$ cat config.mk
export PLATFORM = sky130hd
export DESIGN_NAME = life_generation_row_engine_flat
export DESIGN_NICKNAME = d
export VERILOG_FILES = /design/src/rtl/lgr_pkg.sv /design/src/rtl/lgr_if.sv /design/src/rtl/lgr_cell_lane.sv /design/src/rtl/lgr_result_queue.sv /design/src/rtl/life_generation_row_engine.sv /design/src/flat_wrapper.sv
export SDC_FILE = /design/constraint.sdc
export NUM_CORES = 2
export LEC_CHECK = 0
export CORE_ASPECT_RATIO = 1.1
export CORE_MARGIN = 2
export CORE_UTILIZATION = 40
export DETAILED_ROUTE_END_ITERATION = 12
export DONT_BUFFER_PORTS = 1
export SLEW_MARGIN = 15
export SYNTH_ARGS = -nofsm -noshare
export SYNTH_HDL_FRONTEND = slang
export SYNTH_HIERARCHICAL = 1
export SYNTH_SLANG_ARGS = --single-unit
export TNS_END_PERCENT = 100
$ cat constraint.sdc
create_clock -name clk -period 13.2 [get_ports clk]
set_input_delay 1.32 -clock clk [delete_from_list [all_inputs] [get_ports clk]]
set_output_delay 1.32 -clock clk [all_outputs]
set_load 0.05 [all_outputs]
$ cat src/rtl/lgr_pkg.sv
package lgr_pkg;

  localparam int CELLS_W     = 64;
  localparam int ROW_NUM_W   = 12;
  localparam int WIDTH_W     = 7;
  localparam int QUEUE_DEPTH = 4;

  localparam logic [WIDTH_W-1:0] WIDTH_RESET = WIDTH_W'(64);

  typedef struct packed {
    logic [CELLS_W-1:0]   next_cells;
    logic [ROW_NUM_W-1:0] row_number;
    logic                 frame_done;
  } result_t;

  typedef struct packed {
    logic upper;
    logic lower;
  } push_t;

endpackage

$ cat src/rtl/lgr_if.sv
interface lgr_in_if;
  import lgr_pkg::*;
  logic               valid;
  logic               ready;
  logic [CELLS_W-1:0] row_cells;
  logic               final_row;
  modport source (output valid, output row_cells, output final_row, input ready);
  modport sink   (input valid, input row_cells, input final_row, output ready);
endinterface

interface lgr_out_if;
  import lgr_pkg::*;
  logic                 valid;
  logic                 ready;
  logic [CELLS_W-1:0]   next_cells;
  logic [ROW_NUM_W-1:0] row_number;
  logic                 frame_done;
  modport source (output valid, output next_cells, output row_number, output frame_done,
                  input ready);
  modport sink   (input valid, input next_cells, input row_number, input frame_done,
                  output ready);
endinterface

interface lgr_cfg_if;
  import lgr_pkg::*;
  logic               valid;
  logic               ready;
  logic [WIDTH_W-1:0] data;
  modport source (output valid, output data, input ready);
  modport sink   (input valid, input data, output ready);
endinterface

$ cat src/rtl/lgr_cell_lane.sv
module lgr_cell_lane (
  input  logic       en,
  input  logic [2:0] above,
  input  logic [2:0] middle,
  input  logic [2:0] below,
  output logic       alive
);
  logic [3:0] n;

  always_comb begin
    n = 4'(above[0]) + 4'(above[1]) + 4'(above[2])
      + 4'(middle[0]) + 4'(middle[2])
      + 4'(below[0]) + 4'(below[1]) + 4'(below[2]);
    alive = en & ((n == 4'd3) | ((n == 4'd2) & middle[1]));
  end
endmodule

$ cat src/rtl/lgr_result_queue.sv
module lgr_result_queue (
  input  logic             clk,
  input  logic             rst_n,
  input  lgr_pkg::push_t   push,
  input  lgr_pkg::result_t ent_upper,
  input  lgr_pkg::result_t ent_lower,
  output logic             room,
  output logic             out_valid,
  input  logic             out_ready,
  output lgr_pkg::result_t out_data
);
  import lgr_pkg::*;

  localparam int PTR_W = $clog2(QUEUE_DEPTH);
  localparam int CNT_W = PTR_W + 1;

  result_t            mem_r [QUEUE_DEPTH];
  logic [PTR_W-1:0]   wr_ptr_r, wr_ptr_nxt, wr_alt;
  logic [PTR_W-1:0]   rd_ptr_r, rd_ptr_nxt;
  logic [CNT_W-1:0]   count_r, count_nxt;
  logic [1:0]         n_push;
  logic               pop;

  always_comb begin
    n_push     = {1'b0, push.upper} + {1'b0, push.lower};
    pop        = out_valid & out_ready;
    wr_alt     = wr_ptr_r + PTR_W'(1);
    wr_ptr_nxt = wr_ptr_r + PTR_W'(n_push);
    rd_ptr_nxt = rd_ptr_r + PTR_W'(pop);
    count_nxt  = count_r + CNT_W'(n_push) - CNT_W'(pop);
    room       = count_r <= CNT_W'(QUEUE_DEPTH - 2);
    out_valid  = count_r != '0;
    out_data   = mem_r[rd_ptr_r];
  end

  always_ff @(posedge clk) begin
    if (push.upper) begin
      mem_r[wr_ptr_r] <= ent_upper;
    end
    if (push.lower) begin
      mem_r[push.upper ? wr_alt : wr_ptr_r] <= ent_lower;
    end
  end

  always_ff @(posedge clk) begin
    if (!rst_n) begin
      wr_ptr_r <= '0;
      rd_ptr_r <= '0;
      count_r  <= '0;
    end else begin
      wr_ptr_r <= wr_ptr_nxt;
      rd_ptr_r <= rd_ptr_nxt;
      count_r  <= count_nxt;
    end
  end

  a_count_bound: assert property (@(posedge clk) disable iff (!rst_n)
    count_r <= CNT_W'(QUEUE_DEPTH))
    else $error("result queue overfilled");

  a_push_room: assert property (@(posedge clk) disable iff (!rst_n)
    (push.upper || push.lower) |-> room)
    else $error("push without room");
endmodule

$ cat src/rtl/life_generation_row_engine.sv
// A result row is offered on out_ch from the result queue after its row beat is accepted.
// Throughput: one row beat per cycle while in_ch.ready is high; a final row releases
//   up to two results, which leave in order from a four-entry result queue.
// Input ready drops while fewer than two queue entries are free.
// Reset (rst_n low, synchronous): row history, row index and queue clear; width returns to 64.
module life_generation_row_engine #(
  parameter int GRID_WIDTH = 64,
  parameter int MAX_ROWS   = 4096
) (
  input  logic      clk,
  input  logic      rst_n,
  lgr_in_if.sink    in_ch,
  lgr_out_if.source out_ch,
  lgr_cfg_if.sink   cfg_ch
);
  import lgr_pkg::*;

  localparam int                   ROW_CAP_I = (MAX_ROWS - 1 < 4095) ? MAX_ROWS - 1 : 4095;
  localparam logic [ROW_NUM_W-1:0] ROW_CAP   = ROW_NUM_W'(ROW_CAP_I);
  localparam logic [WIDTH_W-1:0]   GRID_W    = WIDTH_W'(GRID_WIDTH);

  logic [WIDTH_W-1:0]    width_r, width_eff;
  logic [GRID_WIDTH-1:0] upper_r, middle_r, upper_nxt, middle_nxt;
  logic [ROW_NUM_W-1:0]  rows_r, rows_nxt, rows_inc;
  logic                  held_r, held_nxt;

  logic [GRID_WIDTH-1:0] mask, row_m, upper_m, mid_m, res_upper, res_lower;
  logic [GRID_WIDTH+1:0] up_pad, mid_pad, row_pad;
  logic                  in_fire, room;
  push_t                 push;
  result_t               ent_upper, ent_lower, out_data;

  assign cfg_ch.ready = 1'b1;

  always_ff @(posedge clk) begin
    if (!rst_n) begin
      width_r <= WIDTH_RESET;
    end else if (cfg_ch.valid) begin
      width_r <= cfg_ch.data;
    end
  end

  always_comb begin
    width_eff = (width_r > GRID_W) ? GRID_W : width_r;
    for (int j = 0; j < GRID_WIDTH; j++) begin
      mask[j] = WIDTH_W'(j) < width_eff;
    end
    row_m   = in_ch.row_cells[GRID_WIDTH-1:0] & mask;
    upper_m = upper_r & mask;
    mid_m   = middle_r & mask;
    up_pad  = {1'b0, upper_m, 1'b0};
    mid_pad = {1'b0, mid_m, 1'b0};
    row_pad = {1'b0, row_m, 1'b0};
  end

  for (genvar j = 0; j < GRID_WIDTH; j++) begin : g_lane
    lgr_cell_lane u_upper (
      .en     (mask[j]),
      .above  (up_pad[j+2:j]),
      .middle (mid_pad[j+2:j]),
      .below  (row_pad[j+2:j]),
      .alive  (res_upper[j])
    );
    lgr_cell_lane u_lower (
      .en     (mask[j]),
      .above  (mid_pad[j+2:j]),
      .middle (row_pad[j+2:j]),
      .below  (3'b000),
      .alive  (res_lower[j])
    );
  end

  always_comb begin
    in_fire  = in_ch.valid & in_ch.ready;
    rows_inc = (rows_r < ROW_CAP) ? rows_r + ROW_NUM_W'(1) : ROW_CAP;

    push.upper = in_fire & held_r;
    push.lower = in_fire & in_ch.final_row;

    ent_upper.next_cells = CELLS_W'(res_upper);
    ent_upper.row_number = rows_r;
    ent_upper.frame_done = 1'b0;
    ent_lower.next_cells = CELLS_W'(res_lower);
    ent_lower.row_number = held_r ? rows_inc : '0;
    ent_lower.frame_done = 1'b1;

    upper_nxt  = upper_r;
    middle_nxt = middle_r;
    rows_nxt   = rows_r;
    held_nxt   = held_r;
    if (in_fire) begin
      if (in_ch.final_row) begin
        upper_nxt  = '0;
        middle_nxt = '0;
        rows_nxt   = '0;
        held_nxt   = 1'b0;
      end else begin
        upper_nxt  = held_r ? middle_r : '0;
        middle_nxt = row_m;
        rows_nxt   = held_r ? rows_inc : '0;
        held_nxt   = 1'b1;
      end
    end
  end

  always_ff @(posedge clk) begin
    if (!rst_n) begin
      upper_r  <= '0;
      middle_r <= '0;
      rows_r   <= '0;
      held_r   <= 1'b0;
    end else begin
      upper_r  <= upper_nxt;
      middle_r <= middle_nxt;
      rows_r   <= rows_nxt;
      held_r   <= held_nxt;
    end
  end

  lgr_result_queue u_queue (
    .clk       (clk),
    .rst_n     (rst_n),
    .push      (push),
    .ent_upper (ent_upper),
    .ent_lower (ent_lower),
    .room      (room),
    .out_valid (out_ch.valid),
    .out_ready (out_ch.ready),
    .out_data  (out_data)
  );

  assign in_ch.ready       = room;
  assign out_ch.next_cells = out_data.next_cells;
  assign out_ch.row_number = out_data.row_number;
  assign out_ch.frame_done = out_data.frame_done;

  a_final_clears: assert property (@(posedge clk) disable iff (!rst_n)
    (in_fire && in_ch.final_row) |=> (!held_r && rows_r == '0 && middle_r == '0))
    else $error("final row did not end the frame");

  a_row_held: assert property (@(posedge clk) disable iff (!rst_n)
    (in_fire && !in_ch.final_row) |=> held_r)
    else $error("accepted row not held");

  a_row_cap: assert property (@(posedge clk) disable iff (!rst_n)
    rows_r <= ROW_CAP)
    else $error("row index past cap");

  a_top_row_clear: assert property (@(posedge clk) disable iff (!rst_n)
    !held_r |-> (upper_r == '0))
    else $error("stale upper row at frame start");
endmodule
$ cat src/flat_wrapper.sv
// flat-port wrapper written by rule: the top's interface ports become plain ports
module life_generation_row_engine_flat import lgr_pkg::*;
#(
  parameter int GRID_WIDTH = 64,
  parameter int MAX_ROWS   = 4096
)
  (clk, rst_n, in_ch_valid, in_ch_row_cells, in_ch_final_row, in_ch_ready, out_ch_valid, out_ch_next_cells, out_ch_row_number, out_ch_frame_done, out_ch_ready, cfg_ch_valid, cfg_ch_data, cfg_ch_ready);
  lgr_in_if in_ch_i ();
  lgr_out_if out_ch_i ();
  lgr_cfg_if cfg_ch_i ();
  input  logic clk;
  input  logic rst_n;
  input wire logic [$bits(in_ch_i.valid)-1:0] in_ch_valid;
  input wire logic [$bits(in_ch_i.row_cells)-1:0] in_ch_row_cells;
  input wire logic [$bits(in_ch_i.final_row)-1:0] in_ch_final_row;
  output wire logic [$bits(in_ch_i.ready)-1:0] in_ch_ready;
  output wire logic [$bits(out_ch_i.valid)-1:0] out_ch_valid;
  output wire logic [$bits(out_ch_i.next_cells)-1:0] out_ch_next_cells;
  output wire logic [$bits(out_ch_i.row_number)-1:0] out_ch_row_number;
  output wire logic [$bits(out_ch_i.frame_done)-1:0] out_ch_frame_done;
  input wire logic [$bits(out_ch_i.ready)-1:0] out_ch_ready;
  input wire logic [$bits(cfg_ch_i.valid)-1:0] cfg_ch_valid;
  input wire logic [$bits(cfg_ch_i.data)-1:0] cfg_ch_data;
  output wire logic [$bits(cfg_ch_i.ready)-1:0] cfg_ch_ready;
  assign in_ch_i.valid = in_ch_valid;
  assign in_ch_i.row_cells = in_ch_row_cells;
  assign in_ch_i.final_row = in_ch_final_row;
  assign in_ch_ready = in_ch_i.ready;
  assign out_ch_valid = out_ch_i.valid;
  assign out_ch_next_cells = out_ch_i.next_cells;
  assign out_ch_row_number = out_ch_i.row_number;
  assign out_ch_frame_done = out_ch_i.frame_done;
  assign out_ch_i.ready = out_ch_ready;
  assign cfg_ch_i.valid = cfg_ch_valid;
  assign cfg_ch_i.data = cfg_ch_data;
  assign cfg_ch_ready = cfg_ch_i.ready;
  life_generation_row_engine #(.GRID_WIDTH(GRID_WIDTH), .MAX_ROWS(MAX_ROWS)) u_core (.clk(clk), .rst_n(rst_n), .in_ch(in_ch_i), .out_ch(out_ch_i), .cfg_ch(cfg_ch_i));
endmodule
==> results.cfg <==
[setup_path]
setup.worst_path.class = flop to flop
arrival_ns = 6.19
crit_path_max_fanout = 21
worst_setup_path_end_kind = flop
worstPathRequired_ns = 13.76
cp-start-kind = flop

[die]
row_count = 132
die_h_um = 365.3
start_util_pct = 40.31
core_um2 = 117800
io_pins = 157
dieWidth_um = 332.5
dieArea_um2 = 121500

[synth]
syn_area_per_cell_um2 = 10.37
synth_area_leader_cell = fa_1
async_reset_ff_share_pct = 0
syn_area_um2 = 47470
yosys-top-cells-area = fa_1 22%, edfxtp_1 19%, inv_1 11%
synth_flop_cell = edfxtp_1
ys_seq_elements = 463
ys_seq_area_share_pct = 26.02
yosysUniqueCellTypes = 69
synth_edf_count = 308
yosys.area.top_type_share_pct = 21.63
synthCells = 4579
synth_warnings = 6

[final_layout]
stdcell_count = 6363
drive_gt1_share_pct = 11.39
utilization_pct = 44.13
design_area_um2 = 51970
fillers = 11280
multi_input_area_um2 = 30030
finalNetCount = 5746
regArea_um2 = 12360
area_delta_synth_final_pct = 9.480

[timing]
relSlewSlack_pct = 16.78
fin_crit_sh_pct = 42.71
hold_viol_final = 0
setup_viol = 0
tightest_slew_ns = 1.235
rsz0062_at_grt = false
fin_tns_setup_ns = 0
period_minus_slack_ns = 5.638
holdWs_ns = 0.4750
fmax_ghz = 0.1774
skew_ns = 0.01805
maxSlewViolCount = 0

[cts]
clkSlewWorstSetupHoldPaths_ns = 0.06
cts-root-buf = clkbuf_16
cts_tree = done
cts_hold_buffers = 0
cts_htree_levels = 2
worstSkewPairLatency_ns = 0.69
cts_sinks = 463
cts_repair_resize_count = 0
max-clock-path-buffers = 3
numCtsBuffers = 58
cts_setup_buffers = 0

[routing]
drtIter0Drc = 1655
drt-pass1-iter-count = 5
ant_nets = 0
vias = 31700
via_per_inst = 4.981
drc = 0
wl_per_cell_um = 18.78
wl_mm = 119.5

[global_route]
grt_max_degree = 67
grt_overflow = 0
grt.total_usage_pct = 20.06
antenna_found_initial = 29
grt_pass1_vias = 33200
grt_pass1_wl_mm = 188.1

[placement]
dp_cells = 6244
port_buffers = 0
dp_hpwl_mm = 85.47
place_area_um2 = 49890
gp_congestion = 0.8081

[pwr]
pwr_density_cell_nw_per_um2 = 125.0
peakVddDrop_mv = 0.1143
p_leak_nw = 23.91

[run]
maxCapViolations = 0

[worst_hold_path]
hold_path_class = flop to flop

[run_status]
outcome = finished clean
worst paths after layout:
kind | start | endpoint | slack, ns | cells after the start
worst max-delay path | u_core/width_r[2]$_SDFFE_PN0P_ | u_core/u_queue/mem_r[1][22]$_DFFE_PP_ | 7.56 | 13
worst min-delay path | u_core/middle_r[20]$_SDFFE_PN0P_ | u_core/middle_r[20]$_SDFFE_PN0P_ | 0.47 | 2
worst max register to register | u_core/width_r[2]$_SDFFE_PN0P_ | u_core/u_queue/mem_r[1][22]$_DFFE_PP_ | 7.56 | 13
worst min register to register | u_core/middle_r[20]$_SDFFE_PN0P_ | u_core/middle_r[20]$_SDFFE_PN0P_ | 0.47 | 2
synth_stat cells, drive strengths merged (50+ instances only):
| library cell | number |
|---|---|
| buf | 66 |
| nand2b | 89 |
| o2111ai | 83 |
| mux4 | 77 |
| dfxtp | 155 |
| nand3b | 128 |
| nand2 | 119 |
| or2 | 50 |
| edfxtp | 308 |
| nor2 | 97 |
| a21oi | 113 |
| and2 | 181 |
| mux2 | 308 |
| inv | 1429 |
| a22oi | 70 |
| fa | 513 |
| ha | 393 |
placed cells by master (no fill, tap or decap), types with 46 or more instances in the layout:
cell	synthesis	final
nor2_1	96	95
or2_1	46	46
nand2_1	119	116
nand2b_1	89	89
ha_1	393	393
mux4_2	77	77
dfxtp_1	155	152
nand3b_1	128	128
clkbuf_16	0	58
edfxtp_1	308	308
conb_1	2	211
a22oi_1	70	70
mux2_2	232	232
fa_1	513	513
o2111ai_1	83	83
and2_1	180	180
inv_1	1428	1427
a21oi_1	113	111
per-layer routing:
layer / track usage [%] / vias to the layer above / share of wire [%]
li1: - / 15000 / -
met1: 25.05 / 15890 / 42
met2: 34.20 / 590 / 48
met3: 5.076 / 201 / 6.7
met4: 5.971 / 22 / 3.0
met5: 0 / - / 0.12
area by class of cell:
cell class | instances | share of cell area [%]
clock buffer | 64 | 2.874
multi-input combinational | 2783 | 57.77
clock inverter | 45 | 1.083
timing repair buffer | 28 | 0.4045
inverter | 1429 | 10.33
tap | 1541 | 3.710
sequential | 463 | 23.78
antenna | 10 | 0.04815
metrics by stage:
step / power, mW / worst slack, ns
after floorplan: 4.116 / 8.200
after detailed placement: 4.784 / 7.612
final: 6.496 / 7.562
after global routing: 6.973 / 7.237
after global placement: 4.716 / 7.653
after CTS: 6.582 / 7.594
flip-flops by register name (all words and copies together) (netlist names), 2 cells and up:
| name | flops |
|---|---|
| u_core/middle_r | 64 |
| u_core/rows_r | 12 |
| u_core/u_queue/count_r | 3 |
| u_core/u_queue/mem_r | 308 |
| u_core/u_queue/rd_ptr_r | 2 |
| u_core/u_queue/wr_ptr_r | 2 |
| u_core/upper_r | 64 |
| u_core/width_r | 7 |
cell families (layout without fill, tap and decap cells):
kind of cell / Yosys count / in the layout / synth area share (%)
AO/OA/AOI/OAI: 539 / 539 / 8.998
XOR/XNOR: 9 / 9 / 0.1661
adder cells (fa/ha/maj): 906 / 906 / 31.99
buffers and inverters: 1542 / 1566 / 12.57
flip-flops: 463 / 463 / 26.02
multiplexers: 392 / 392 / 11.41
other: 2 / 221 / 0.01582
AND/OR/NAND/NOR: 726 / 726 / 8.830
worst max-delay path, stage by stage (launching register included):
cell      delay [ns]
dfxtp_1         0.80
nor3_2          0.31
o21ai_0         1.03
and2_1          0.40
inv_1           0.09
fa_1            0.51
fa_1            0.44
fa_1            0.49
inv_1           0.04
ha_1            0.20
fa_1            0.41
o211a_1         0.25
a211oi_2        0.30
mux2_2          0.21
where the power goes:
part           internal, mW  leakage (nW)  switching, mW  total, mW
clock network          1.02         0.996          0.729       1.75
logic                  1.06          18.8           1.86       2.92
registers              1.74          4.12         0.0808       1.82
total                  3.83          23.9           2.67       6.50
No activity file was read; power rests on OpenSTA's default activity.
